**config.mk**
```make
export PLATFORM = sky130hd
export DESIGN_NAME = bcrm_front
export DESIGN_NICKNAME = d
export VERILOG_FILES = /design/src/rtl/bcrm_pkg.sv /design/src/rtl/bcrm_front.sv
export SDC_FILE = /design/constraint.sdc
export NUM_CORES = 1
export LEC_CHECK = 0
export BUFFER_PORTS_ARGS = -buffer_cell sky130_fd_sc_hd__clkbuf_2
export CORE_AREA = 4 4 99 101
export DETAILED_ROUTE_END_ITERATION = 7
export DIE_AREA = 0 0 103 105
export PLACE_DENSITY = 0.64
export SYNTH_ARGS = -nofsm -noshare
export SYNTH_HDL_FRONTEND = slang
export SYNTH_SLANG_ARGS = --single-unit
export TNS_END_PERCENT = 10
```
**constraint.sdc**
```tcl
create_clock -name clk_i -period 3.6 [get_ports clk_i]
set_input_delay 0.36 -clock clk_i [delete_from_list [all_inputs] [get_ports clk_i]]
set_output_delay 0.36 -clock clk_i [all_outputs]
set_load 0.05 [all_outputs]
```
**src/rtl/bcrm_pkg.sv**
```systemverilog
package bcrm_pkg;

  // Sizes of the instruction and result fields
  localparam int MAX_REGS    = 64;
  localparam int CMD_W       = 4;
  localparam int IDX_W       = 6;
  localparam int DATA_W      = 64;
  localparam int CNT_W       = 7;
  localparam int STATUS_W    = 3;
  localparam int MSTATE_W    = 2;
  localparam int QUEUE_DEPTH = 2;

  // Stream and configuration port widths
  localparam int IN_TDATA_W  = 88;
  localparam int IN_TUSER_W  = 4;
  localparam int OUT_TDATA_W = 72;
  localparam int APB_AW      = 3;
  localparam int APB_DW      = 32;

  // Register map
  localparam logic [APB_AW-3:0] REG_COUNT_IDX = '0;
  localparam logic [CNT_W-1:0]  REG_COUNT_RST = 7'd64;

  typedef enum logic [CMD_W-1:0] {
    CMD_START  = 4'd0,
    CMD_ADD32  = 4'd1,
    CMD_ADD64  = 4'd2,
    CMD_MUL32  = 4'd3,
    CMD_MUL64  = 4'd4,
    CMD_MIN32  = 4'd5,
    CMD_MIN64  = 4'd6,
    CMD_MAX32  = 4'd7,
    CMD_MAX64  = 4'd8,
    CMD_COPY   = 4'd9,
    CMD_LIMM   = 4'd10,
    CMD_ASSERT = 4'd11,
    CMD_RETURN = 4'd12
  } cmd_e;

  typedef enum logic [STATUS_W-1:0] {
    STS_OK          = 3'd0,
    STS_FINISHED    = 3'd1,
    STS_ASSERT_FAIL = 3'd2,
    STS_UNKNOWN_CMD = 3'd3,
    STS_BAD_INDEX   = 3'd4,
    STS_NOT_RUNNING = 3'd5
  } status_e;

  typedef enum logic [MSTATE_W-1:0] {
    MS_IDLE  = 2'd0,
    MS_RUN   = 2'd1,
    MS_HALT  = 2'd2,
    MS_FINAL = 2'd3
  } mstate_e;

  // Instruction class as seen by the execute side
  typedef enum logic [2:0] {
    K_START,
    K_ARITH,
    K_COPY,
    K_LIMM,
    K_ASSERT,
    K_RETURN,
    K_UNKNOWN
  } kind_e;

  typedef enum logic [1:0] {
    OP_ADD,
    OP_MUL,
    OP_MIN,
    OP_MAX
  } alu_op_e;

  // Classified instruction carried through the queue
  typedef struct packed {
    kind_e             kind;
    alu_op_e           op;
    logic              is32;
    logic              idx_bad;
    logic [IDX_W-1:0]  dst;
    logic [IDX_W-1:0]  src_a;
    logic [IDX_W-1:0]  src_b;
    logic [DATA_W-1:0] imm;
  } instr_t;

  // Sign-extend the low half of a word
  function automatic logic [DATA_W-1:0] sext32(input logic [DATA_W-1:0] v);
    return {{(DATA_W/2){v[DATA_W/2-1]}}, v[DATA_W/2-1:0]};
  endfunction

endpackage

```
**src/rtl/bcrm_front.sv**
```systemverilog
module bcrm_front #(
  parameter int MaxRegs = bcrm_pkg::MAX_REGS
) (
  input  logic                              clk_i,
  input  logic                              rst_ni,
  // Configuration port
  input  logic                              psel,
  input  logic                              penable,
  input  logic                              pwrite,
  input  logic [bcrm_pkg::APB_AW-1:0]       paddr,
  input  logic [bcrm_pkg::APB_DW-1:0]       pwdata,
  output logic [bcrm_pkg::APB_DW-1:0]       prdata,
  output logic                              pready,
  // Instruction stream
  input  logic                              s_axis_tvalid,
  output logic                              s_axis_tready,
  input  logic [bcrm_pkg::IN_TDATA_W-1:0]   s_axis_tdata,
  input  logic [bcrm_pkg::IN_TUSER_W-1:0]   s_axis_tuser,
  // Queue side
  input  logic                              q_full_i,
  output logic                              q_push_o,
  output bcrm_pkg::instr_t                  q_instr_o
);
  import bcrm_pkg::*;

  logic [CNT_W-1:0] reg_count_q;
  logic             reg_hit;
  logic [IDX_W-1:0] dst, src_a, src_b;
  logic             ok_d, ok_a, ok_b;

  // Register write on the access phase
  assign pready  = 1'b1;
  assign reg_hit = (paddr[APB_AW-1:2] == REG_COUNT_IDX);
  assign prdata  = reg_hit ? APB_DW'(reg_count_q) : '0;

  always_ff @(posedge clk_i or negedge rst_ni) begin
    if (!rst_ni) begin
      reg_count_q <= REG_COUNT_RST;
    end else if (psel && penable && pwrite && pready && reg_hit) begin
      reg_count_q <= pwdata[CNT_W-1:0];
    end
  end

  // Unpack the word and check indexes against the usable register count
  assign dst   = s_axis_tdata[IDX_W-1:0];
  assign src_a = s_axis_tdata[2*IDX_W-1:IDX_W];
  assign src_b = s_axis_tdata[3*IDX_W-1:2*IDX_W];

  assign ok_d = ({1'b0, dst}   < reg_count_q) && (32'(dst)   < MaxRegs);
  assign ok_a = ({1'b0, src_a} < reg_count_q) && (32'(src_a) < MaxRegs);
  assign ok_b = ({1'b0, src_b} < reg_count_q) && (32'(src_b) < MaxRegs);

  assign s_axis_tready = !q_full_i;
  assign q_push_o      = s_axis_tvalid && !q_full_i;

  // Classify the command
  always_comb begin
    q_instr_o         = '0;
    q_instr_o.dst     = dst;
    q_instr_o.src_a   = src_a;
    q_instr_o.src_b   = src_b;
    q_instr_o.imm     = s_axis_tdata[3*IDX_W+DATA_W-1:3*IDX_W];
    q_instr_o.op      = OP_ADD;
    q_instr_o.is32    = 1'b0;
    q_instr_o.idx_bad = !(ok_d && ok_a && ok_b);
    case (cmd_e'(s_axis_tuser))
      CMD_START: begin
        q_instr_o.kind = K_START;
      end
      CMD_ADD32, CMD_ADD64: begin
        q_instr_o.kind = K_ARITH;
        q_instr_o.op   = OP_ADD;
        q_instr_o.is32 = (cmd_e'(s_axis_tuser) == CMD_ADD32);
      end
      CMD_MUL32, CMD_MUL64: begin
        q_instr_o.kind = K_ARITH;
        q_instr_o.op   = OP_MUL;
        q_instr_o.is32 = (cmd_e'(s_axis_tuser) == CMD_MUL32);
      end
      CMD_MIN32, CMD_MIN64: begin
        q_instr_o.kind = K_ARITH;
        q_instr_o.op   = OP_MIN;
        q_instr_o.is32 = (cmd_e'(s_axis_tuser) == CMD_MIN32);
      end
      CMD_MAX32, CMD_MAX64: begin
        q_instr_o.kind = K_ARITH;
        q_instr_o.op   = OP_MAX;
        q_instr_o.is32 = (cmd_e'(s_axis_tuser) == CMD_MAX32);
      end
      CMD_COPY: begin
        q_instr_o.kind    = K_COPY;
        q_instr_o.idx_bad = !(ok_d && ok_a);
      end
      CMD_LIMM: begin
        q_instr_o.kind    = K_LIMM;
        q_instr_o.idx_bad = !ok_d;
      end
      CMD_ASSERT: begin
        q_instr_o.kind    = K_ASSERT;
        q_instr_o.idx_bad = !ok_d;
      end
      CMD_RETURN: begin
        q_instr_o.kind = K_RETURN;
      end
      default: begin
        q_instr_o.kind = K_UNKNOWN;
      end
    endcase
  end

endmodule

```
==> reports/qor.yml <==
reg_top3: "reg_count_q: 7 flops"
hp-class: "in -> reg"
layout-drive-gt1-share_pct: 44.9
netlist_instances: 196
cts_buffers: 3
crit_arrival_ns: 2.02
p_clk_share_pct: 19.0
rows: 35
p_switching_mw: 0.319
vias_per_cell: 3.57
dieArea_um2: 10800
vdd_drop_max_v: 0.000295
r2r_start: "reg_count_q[0]"
initialDrtViolationCount: 16
dr.pass1.iters: 4
setup_violations: 0
totalWireLength_um: 3960
final_common_cell: "clkbuf_2"
finalClockSkew_ns: 0
maxUsedRoutingLayer: "met4"
area_growth_pct: -11.8
m1WireLength_um: 1120
grt-ovfl-total: 0
comb_power_share_pct: 62.7
syn-cell-area_um2: 1580
post-route-period-util_pct: 66.0
largest_reg_flops: 7
reg2reg_depth: 1
dr_wl_met2_um: 2030
detail_route.wl_per_cell_um: 13.4
clkLatencyLatePin_ns: 0.23
grt_pass1_vias: 1032
pwr-share-seq_pct: 18.3
hold_viol_final: 0
die_height_um: 105
ys_warn_count: 0
cp_slowest_cell: "dfrtp_1"
layout.nets: 335
diodes: 0
worstSetupPathType: "reg -> out"
dpl-instance-area_um2: 1340
cp.required_ns: 3.24
critPathLaunchType: "flop"
worstReg2RegEnd: "reg_count_q[0]"
holdWs_ns: 0.360
rsz0062_at_grt: "false"
grt_pass1_wl_um: 5420
hpwl_um: 3650
netlist_top_cells_area: "buf_4 51%, ha_1 12%, dfrtp_1 9.5%"
wl_met3_um: 529
drv_slew: 0
fmax_mhz: 421
cts.htree.levels: 1
crit_start: "reg_count_q[2]"
endpoint_kind: "primary output"
synth_top_area_share_pct: 51.2
endpoint: "q_instr_o[82]"
root_buffer: "clkbuf_8"
die_x_um: 103
finish.instance_area_um2: 1400
route.detailed.drc: 0
status: "finished, final reports clean"
cp_max_fo: 4
cts_tree: "built"
leakage_nw: 0.788
grt_usage_pct: 6.70
power_density_nw_per_um2: 426
vias: 1057
synth.distinct_cells: 29
syn-mean-instance-area_um2: 8.08
cts.sinks: 7
finish.utilization_pct: 15.5
crit_path_max_incr_delay_ns: 0.33
synth_top_area_cell: "buf_4"
io_pins: 258
place.gp.congestion: 0.681
cts_setup_buffers: 0
reg2reg_slack_ns: 2.80
antenna_found_initial: 0
core_um2: 9020
max_cap_violations: 0
layout_common_cells: "70 x clkbuf_2, 26 x conb_1, 15 x ha_1"
power.internal_mw: 0.277
clk_pin_slew_ns: 0.04
tns_ns: 0
io_buffers: 70
swShare_pct: 53.5
cts_buffer_depth: 2
period_needed_ns: 2.38
yosys_register_bits: 7
grt_max_degree: 9
start_util_pct: 17.6
largest-register: "reg_count_q"
final_antenna_net_count: 0
yosysSeqAreaShare_pct: 11.1
cp_cell_sequence: "inv_1 -> ha_1 -> nand2_1 -> o21ai_1 -> nand4_1 -> a22o_1 -> a31oi_1 -> clkbuf_2"
cell families (layout without fill, tap and decap cells):
kind of cell,after synthesis,after routing,share of synthesized area (%)
other cells,2,26,0.474
simple gates,26,26,9.00
flops,7,7,11.1
xor+xnor,1,1,0.553
compound gates,22,22,8.77
mux,7,7,4.98
buf+inv,116,81,53.2
fa+ha+maj,15,15,11.8
worst min path at each step:
stage               from              to  slack [ns]  cells past startpoint
2_1_floorplan     rst_ni  reg_count_q[0]        0.06                      0
3_3_place_gp      rst_ni  reg_count_q[4]        0.20                      1
3_5_place_dp      rst_ni  reg_count_q[5]        0.21                      1
4_1_cts        pwdata[1]  reg_count_q[1]        0.35                      2
5_1_grt        pwdata[2]  reg_count_q[2]        0.36                      2
6_report       pwdata[1]  reg_count_q[1]        0.36                      2
power by group through the flow:
stage,combinational (mW),clock (mW),sequential (mW)
6_report,0.374,0.113,0.109
4_1_cts,0.380,0.117,0.109
3_3_place_gp,0.371,0,0.109
5_1_grt,0.409,0.119,0.112
2_1_floorplan,0.515,0,0.106
3_5_place_dp,0.378,0,0.110
cell usage after synthesis:
master / count
nor2_1: 5
inv_1: 6
a21o_1: 4
a31oi_1: 1
dfstp_2: 1
nor2b_1: 7
a21oi_1: 8
buf_4: 108
ha_1: 15
xnor2_1: 1
nor3_1: 1
o21ai_0: 3
mux2_2: 7
nand2b_1: 2
clkbuf_2: 2
nand2_1: 6
or2_2: 1
conb_1: 2
a22o_1: 1
nand4_1: 1
o211a_1: 1
a211oi_1: 1
o31ai_1: 1
nand3_1: 1
o21ai_1: 1
o2111ai_1: 1
nand4b_2: 1
dfrtp_1: 6
or2b_1: 1
area by class of cell:
type / instances / area, um^2
Timing Repair Buffer: 71 / 360
Multi-Input combinational cell: 97 / 654
Inverter: 6 / 22.5
Tap cell: 111 / 139
Sequential cell: 7 / 176
Fill cell: 1043 / 7620
Clock buffer: 4 / 45.0
repair_timing:
action                                  in CTS  in global routing
gates resized for setup                      0                  0
endpoints found under the hold margin        6                  0
hold buffers                                 1                  0
endpoints found under the setup margin       0                  0
per-layer routing:
metal	GRT usage (%)	vias to the layer above
met5	0	-
met1	5.86	455
met3	1.54	37
met2	12.2	83
met4	5.83	0
li1	-	482
critical path, delay by kind of cell (launching register included):
family	cells	cell delay, ns
adder cells (fa/ha/maj)	1	0.30
buffers and inverters	2	0.41
flip-flops	1	0.33
AO/OA/AOI/OAI	3	0.57
AND/OR/NAND/NOR	2	0.17
metrics by stage:
step	total power [mW]	setup WS, ns	instances
3_5_place_dp	0.488	1.43	291
2_1_floorplan	0.621	1.25	220
4_1_cts	0.607	1.17	296
3_3_place_gp	0.480	1.42	291
5_1_grt	0.640	1.06	296
6_report	0.596	1.22	296
Note: power is estimated with default switching activity, not from simulation.
