File: src/rtl/bcrm_pkg.sv
package bcrm_pkg;

  // Sizes of the instruction and result fields
  localparam int MAX_REGS    = 64;
  localparam int CMD_W       = 4;
  localparam int IDX_W       = 6;
  localparam int DATA_W      = 64;
  localparam int CNT_W       = 7;
  localparam int STATUS_W    = 3;
  localparam int MSTATE_W    = 2;
  localparam int QUEUE_DEPTH = 2;

  // Stream and configuration port widths
  localparam int IN_TDATA_W  = 88;
  localparam int IN_TUSER_W  = 4;
  localparam int OUT_TDATA_W = 72;
  localparam int APB_AW      = 3;
  localparam int APB_DW      = 32;

  // Register map
  localparam logic [APB_AW-3:0] REG_COUNT_IDX = '0;
  localparam logic [CNT_W-1:0]  REG_COUNT_RST = 7'd64;

  typedef enum logic [CMD_W-1:0] {
    CMD_START  = 4'd0,
    CMD_ADD32  = 4'd1,
    CMD_ADD64  = 4'd2,
    CMD_MUL32  = 4'd3,
    CMD_MUL64  = 4'd4,
    CMD_MIN32  = 4'd5,
    CMD_MIN64  = 4'd6,
    CMD_MAX32  = 4'd7,
    CMD_MAX64  = 4'd8,
    CMD_COPY   = 4'd9,
    CMD_LIMM   = 4'd10,
    CMD_ASSERT = 4'd11,
    CMD_RETURN = 4'd12
  } cmd_e;

  typedef enum logic [STATUS_W-1:0] {
    STS_OK          = 3'd0,
    STS_FINISHED    = 3'd1,
    STS_ASSERT_FAIL = 3'd2,
    STS_UNKNOWN_CMD = 3'd3,
    STS_BAD_INDEX   = 3'd4,
    STS_NOT_RUNNING = 3'd5
  } status_e;

  typedef enum logic [MSTATE_W-1:0] {
    MS_IDLE  = 2'd0,
    MS_RUN   = 2'd1,
    MS_HALT  = 2'd2,
    MS_FINAL = 2'd3
  } mstate_e;

  // Instruction class as seen by the execute side
  typedef enum logic [2:0] {
    K_START,
    K_ARITH,
    K_COPY,
    K_LIMM,
    K_ASSERT,
    K_RETURN,
    K_UNKNOWN
  } kind_e;

  typedef enum logic [1:0] {
    OP_ADD,
    OP_MUL,
    OP_MIN,
    OP_MAX
  } alu_op_e;

  // Classified instruction carried through the queue
  typedef struct packed {
    kind_e             kind;
    alu_op_e           op;
    logic              is32;
    logic              idx_bad;
    logic [IDX_W-1:0]  dst;
    logic [IDX_W-1:0]  src_a;
    logic [IDX_W-1:0]  src_b;
    logic [DATA_W-1:0] imm;
  } instr_t;

  // Sign-extend the low half of a word
  function automatic logic [DATA_W-1:0] sext32(input logic [DATA_W-1:0] v);
    return {{(DATA_W/2){v[DATA_W/2-1]}}, v[DATA_W/2-1:0]};
  endfunction

endpackage

File: src/rtl/bcrm_queue.sv
module bcrm_queue #(
  parameter int Depth = bcrm_pkg::QUEUE_DEPTH
) (
  input  logic             clk_i,
  input  logic             rst_ni,
  input  logic             push_i,
  input  bcrm_pkg::instr_t data_i,
  output logic             full_o,
  input  logic             pop_i,
  output logic             valid_o,
  output bcrm_pkg::instr_t data_o
);
  import bcrm_pkg::*;

  localparam int PW = (Depth > 1) ? $clog2(Depth) : 1;
  localparam int CW = $clog2(Depth + 1);

  instr_t          entry_q [Depth];
  logic [PW-1:0]   wptr_q, wptr_d;
  logic [PW-1:0]   rptr_q, rptr_d;
  logic [CW-1:0]   count_q, count_d;
  logic            do_push, do_pop;

  assign full_o  = (count_q == CW'(Depth));
  assign valid_o = (count_q != '0);
  assign data_o  = entry_q[rptr_q];
  assign do_push = push_i && !full_o;
  assign do_pop  = pop_i && valid_o;

  // Advance pointers with wrap at the queue depth
  always_comb begin
    wptr_d  = wptr_q;
    rptr_d  = rptr_q;
    count_d = count_q;
    if (do_push) begin
      wptr_d = (wptr_q == PW'(Depth - 1)) ? '0 : wptr_q + 1'b1;
    end
    if (do_pop) begin
      rptr_d = (rptr_q == PW'(Depth - 1)) ? '0 : rptr_q + 1'b1;
    end
    if (do_push && !do_pop) begin
      count_d = count_q + 1'b1;
    end else if (do_pop && !do_push) begin
      count_d = count_q - 1'b1;
    end
  end

  always_ff @(posedge clk_i or negedge rst_ni) begin
    if (!rst_ni) begin
      wptr_q  <= '0;
      rptr_q  <= '0;
      count_q <= '0;
    end else begin
      wptr_q  <= wptr_d;
      rptr_q  <= rptr_d;
      count_q <= count_d;
    end
  end

  // Hold entries until popped
  always_ff @(posedge clk_i) begin
    if (do_push) begin
      entry_q[wptr_q] <= data_i;
    end
  end

endmodule

File: config.mk
export PLATFORM = sky130hd
export DESIGN_NAME = bcrm_queue
export DESIGN_NICKNAME = d
export VERILOG_FILES = /design/src/rtl/bcrm_pkg.sv /design/src/rtl/bcrm_queue.sv
export SDC_FILE = /design/constraint.sdc
export NUM_CORES = 1
export LEC_CHECK = 0
export ABC_AREA = 1
export CAP_MARGIN = 15
export CORE_UTILIZATION = 50
export CTS_CLUSTER_SIZE = 8
export DETAILED_ROUTE_END_ITERATION = 10
export DONT_BUFFER_PORTS = 1
export PLACE_DENSITY_LB_ADDON = 0.1
export SLEW_MARGIN = 30
export SYNTH_ARGS = -nofsm -noshare
export SYNTH_HDL_FRONTEND = slang
export SYNTH_SLANG_ARGS = --single-unit
File: constraint.sdc
create_clock -name clk_i -period 8.8 [get_ports clk_i]
set_input_delay 0.88 -clock clk_i [delete_from_list [all_inputs] [get_ports clk_i]]
set_output_delay 0.88 -clock clk_i [all_outputs]
set_load 0.1 [all_outputs]
==> results of run 1 <==
-- per-layer routing --
metal,track usage,vias up
li1,-,1671
met1,0.1939,1633
met2,0.2783,138
met3,0.1115,10
met4,0.07532,0
met5,0,-
-- Yosys cell counts --
master,count,share of area
nand2_1,278,0.15
edfxtp_1,178,0.79
buf_6,10,0.017
buf_4,9,0.010
inv_1,7,0.0039
dfrtp_1,4,0.015
nor2_1,3,0.0017
nand3_1,2,0.0015
ha_1,1,0.0019
inv_8,1,0.0017
nand4_1,1,0.00093
o21ai_0,1,0.00074
xnor2_1,1,0.0013
-- state kept, by name, indices dropped and copies added, names as in the netlist --
signal	flops
rptr_q	1
count_q	2
wptr_q	1
entry_q	178
-- worst min path at each step --
stage | endpoint | from | slack [ns]
floorplan | count_q[1]$_DFFE_PN0P_ | count_q[1]$_DFFE_PN0P_ | 0.44
global placement | count_q[1]$_DFFE_PN0P_ | count_q[1]$_DFFE_PN0P_ | 0.46
detailed placement | count_q[1]$_DFFE_PN0P_ | count_q[1]$_DFFE_PN0P_ | 0.46
CTS | rptr_q$_DFFE_PN0P_ | rst_ni | 0.13
global route | rptr_q$_DFFE_PN0P_ | rst_ni | 0.12
finish | rptr_q$_DFFE_PN0P_ | rst_ni | 0.15
-- critical path, cell delays in order (launching register included) --
cell and delay (ns):
dfrtp_4 0.74, buf_12 0.28, inv_8 0.40, nand2_1 0.10, nand2_1 0.73
-- layout make-up --
type                       count  area share
clock buffer                  18     0.05741
clock inverter                14     0.02460
inverter                       8    0.005188
multi-input combinational    287      0.1488
sequential                   182      0.7289
tap                          176     0.02946
timing repair buffer           3    0.005690
-- stage by stage --
step / util / cells / setup slack (ns)
finish: 0.5668 / 688 / 5.181
global route: 0.5668 / 688 / 5.014
CTS: 0.5668 / 688 / 5.152
detailed placement: 0.5203 / 656 / 5.605
global placement: 0.5178 / 655 / 5.594
floorplan: - / 496 / 3.570
-- logic make-up after synthesis --
logic type                 Yosys count  synth area share
buffers and inverters               27           0.03220
xor gates and xnor gates             1          0.001296
adders and majority gates            1          0.001851
and+or+nand+nor                    284            0.1584
AOI/OAI and AO/OA                    1         0.0007396
DFF                                182            0.8055
==> flow_summary.yaml, run 1 <==
floorplanning:
  die_area_um2: 13990
  core_um2: 13190
  start_util: 0.5125
  die_w_um: 118.3
  rows: 42
  ios: 184
  fp.dieH_um: 118.3
global_routing:
  antenna_found_initial: 0
  grt_pass1_wl_um: 18150
  grt.overflow.total: 0
  first_global_vias: 3445
  track_usage: 0.1786
  grt_max_degree: 91
cts:
  cts_sinks: 182
  insertion_delay_ns: 0.42
  cts_tree: "done"
  clk_pin_slew_ns: 0.06
  clockBufferDepth: 2
  cts_htree_levels: 4
  cts_setup_buffers: 0
  holdBufCountCts: 0
  cts_buffers: 17
  cts_root_buf: "clkbuf_16"
  cts_resized: 0
setup_path:
  crit_arrival_ns: 2.74
  crit_type: "register to output port"
  reg2reg_depth: 5
  crit_path_end: "data_o[47]"
  path_max_fanout: 90
  reg2reg_slack_ns: 6.57
  end_kind: "output port"
  startpoint: "rptr_q$_DFFE_PN0P_"
  rr_endpoint: "entry_q[0][72]$_DFFE_PP_"
  cp.required_ns: 7.92
  worstReg2RegStart: "count_q[0]$_DFFE_PN0P_"
  startpoint_type: "register"
timing:
  tns_ns: 0
  post-route-period-util: 0.4112
  finClkSkew_ns: 0.008784
  finalHoldViolCount: 0
  maxSlewHeadroom: 0.3576
  slew_viol_final: 0
  post-route-min-period_ns: 3.619
  setup_viol: 0
  timing.hold.ws_ns: 0.1511
  tightest_slew_ns: 0.9613
  rsz0062_at_grt: "no"
  max_freq_mhz: 276.3
cells_and_area:
  regArea_um2: 5449
  design_area_um2: 7476
  layout_commonest_cell: "nand2_1"
  fillers: 1069
  final_cell_mix: "278 x nand2_1, 178 x edfxtp_1, 17 x clkbuf_16"
  multi_input_area_um2: 1112
  nets: 593
  n_antenna_cell: 0
  syn2layout_area_growth_pct: 10.59
  drive_gt1_frac: 0.07422
yosys:
  ys_types: 13
  syn_area_per_cell_um2: 13.63
  yosysSeqAreaShare: 0.8055
  ys_seq_elements: 182
  ys_warn_count: 0
  syn_area_um2: 6760
  netlist_instances: 496
  synth_nets: 590
placement:
  hpwl_um: 7198
  io_buffer_count: 0
  place_congestion: 0.7358
  place_area_um2: 6863
routing:
  dr_wl_met2_um: 5920
  wl_per_cell_um: 17.42
  wirelength_um: 11990
  initialDrtViolationCount: 205
  via_per_inst: 5.017
  vias: 3452
  met1Wirelength_um: 4461
  post-route-drc-count: 0
  wl_met3_um: 1454
  first_pass_iters: 5
  dr.max_layer_used: "met4"
  final_antenna_net_count: 0
flow_run:
  drv_cap: 0
worst_hold_path:
  hp-class: "input pin to asynchronous set/reset pin"
outcome:
  status: "completed"
Power of run 1 is left out: the tool's default activity adds up to more than one toggle a clock period on the data nets, which glitch-free logic cannot reach.
==> run 2: changes to the inputs <==
==> constraint.sdc (replaced) <==
create_clock -name clk_i -period 3.5 [get_ports clk_i]
set_input_delay 0.35 -clock clk_i [delete_from_list [all_inputs] [get_ports clk_i]]
set_output_delay 0.35 -clock clk_i [all_outputs]
set_load 0.1 [all_outputs]
==> run 2 against run 1 <==
Via count is 7.2% higher. Cell area is 7.0% higher. Routed wire length is 5.2% higher. Setup slack worse by 4.5 ns. Die area stayed put. Global-route usage is 0.40 points higher. Hold slack worse by 0.13 ns. Critical endpoint is now data_o[70]. Highest routed layer unchanged. Clock-buffer cell count is 4 higher. Cell count is 8.0% higher. Utilization is 4.0 points higher.
==> flow_summary.yaml, run 2 (synthesis gave the netlist of run 1 again) <==
timing:
  setup_viol: 0
  tightest_slew_ns: 0.9391
  tns_ns: 0
  slew_viol_final: 0
  rsz0062_at_grt: "no"
  max_freq_mhz: 359.6
  finClkSkew_ns: 0.005767
  post-route-period-util: 0.7945
  finalHoldViolCount: 0
  maxSlewHeadroom: 0.3724
  post-route-min-period_ns: 2.781
worst_hold_path:
  hp-class: "input pin to register"
  hold_depth: 0
  min_to: "entry_q[0][45]$_DFFE_PP_"
  min-delay-start: "data_i[45]"
setup_path:
  critPathMostFrequentCell: "nand2_1"
  cp_top_family: "simple AND/OR/NAND/NOR gates"
  crit_type: "register to output port"
  reg2reg_slack_ns: 1.24
  max_stage_delay_ns: 0.71
  path_max_fanout: 90
  cp_cell_sequence: "inv_8 > nand2_1 > nand2_1"
  end_kind: "output port"
  reg2reg_depth: 7
  worstReg2RegStart: "count_q[1]$_DFFE_PN0P_"
  rr_endpoint: "entry_q[0][0]$_DFFE_PP_"
  startpoint_type: "register"
  critPathSlowestCell: "nand2_1"
  path_buf_inv: 1
  crit_arrival_ns: 2.43
  cp.required_ns: 3.15
global_routing:
  grt_max_degree: 91
  busiest_layer: "met2"
  track_usage: 0.1826
  antenna_found_initial: 0
  grt.met1_usage: 0.2093
  first_global_vias: 3579
  grt_pass1_wl_um: 18750
  grt_util_met2: 0.2952
  grt.overflow.total: 0
  grt_util_met3: 0.07915
cts:
  clk_pin_slew_ns: 0.06
  cts_sinks: 182
  cts_resized: 0
  cts_htree_levels: 4
  cts_tree: "done"
  insertion_delay_ns: 0.42
  cts_root_buf: "clkbuf_16"
  clockBufferDepth: 2
  cts_buffers: 17
outcome:
  status: "completed"
cells_and_area:
  largest_reg_flops: 178
  final_cell_mix: "278 x nand2_1, 178 x edfxtp_1, 48 x dlygate4sd3_1"
  nets: 648
  syn2layout_area_growth_pct: 18.34
  largestRegisters: "entry_q x178, count_q x2"
  layout_commonest_cell: "nand2_1"
  drive_gt1_frac: 0.07407
  top_register: "entry_q"
  n_antenna_cell: 0
floorplanning:
  start_util: 0.5125
  rows: 42
  die_w_um: 118.3
  die_area_um2: 13990
  core_um2: 13190
  ios: 184
  fp.dieH_um: 118.3
routing:
  final_antenna_net_count: 0
  post-route-drc-count: 0
  wirelength_um: 12610
  first_pass_iters: 6
  vias: 3699
  via_per_inst: 4.978
  initialDrtViolationCount: 271
  wl_per_cell_um: 16.97
placement:
  hpwl_um: 7284
  place_congestion: 0.7191
  io_buffer_count: 0
flow_run:
  drv_cap: 0
run 2: cell types whose count changed in the layout (fill, tap and decap cells not counted):
cell | previous run | this run
buf_4 | 0 | 8
clkbuf_1 | 1 | 5
clkinv_2 | 5 | 3
nor2_4 | 2 | 1
clkinv_1 | 1 | 0
clkinv_4 | 2 | 1
dlygate4sd3_1 | 0 | 48
clkinvlp_4 | 3 | 2
inv_4 | 0 | 1
buf_6 | 2 | 0
nor2_2 | 0 | 1
buf_12 | 1 | 2
run 2: worst max path at each step:
| stage | end | start | cells past startpoint | slack (ns) |
|---|---|---|---|---|
| 2_1_floorplan | entry_q[1][0]$_DFFE_PP_ | count_q[1]$_DFFE_PN0P_ | 3 | 0.16 |
| 3_3_place_gp | data_o[55] | rptr_q$_DFFE_PN0P_ | 3 | 1.14 |
| 3_5_place_dp | data_o[55] | rptr_q$_DFFE_PN0P_ | 3 | 1.15 |
| 4_1_cts | data_o[87] | rptr_q$_DFFE_PN0P_ | 3 | 0.68 |
| 5_1_grt | data_o[87] | rptr_q$_DFFE_PN0P_ | 3 | 0.56 |
| 6_report | data_o[70] | rptr_q$_DFFE_PN0P_ | 3 | 0.72 |
run 2: cell type report:
class,instances,area [um2]
clock buffers,22,444.2
clock inverters,10,158.9
fillers,1029,5190
inverters,8,40.04
multi-input cells,287,1107
flip-flops and latches,182,5449
well taps,176,220.2
repair buffers,58,580.6
run 2: through the flow:
stage / hold slack [ns] / cells / setup slack, ns / area, um2 / util
after floorplan: 0.05441 / 496 / 0.1628 / 6765 / -
after global placement: 0.05462 / 663 / 1.145 / 6917 / 0.5244
after detailed placement: 0.05466 / 663 / 1.152 / 6917 / 0.5244
after CTS: 0.00008299 / 724 / 0.6835 / 7810 / 0.5921
after global routing: 0.0001262 / 743 / 0.5603 / 8000 / 0.6065
final: 0.01917 / 743 / 0.7192 / 8000 / 0.6065
run 2: what timing repair did:
action | in CTS | in global routing
hold buffers | 29 | 19
endpoints found under the hold margin | 50 | 31
setup buffers | 0 | 0
endpoints found under the setup margin | 0 | 0
run 2: per-layer routing:
| metal | up-vias | wire (um) | part of all wire |
|---|---|---|---|
| met4 | 0 | 216 | 0.017 |
| met5 | - | 0 | 0 |
| met2 | 144 | 6186 | 0.49 |
| li1 | 1786 | - | - |
| met1 | 1752 | 5163 | 0.41 |
| met3 | 17 | 1041 | 0.083 |
Power of run 2 is left out for the same reason.
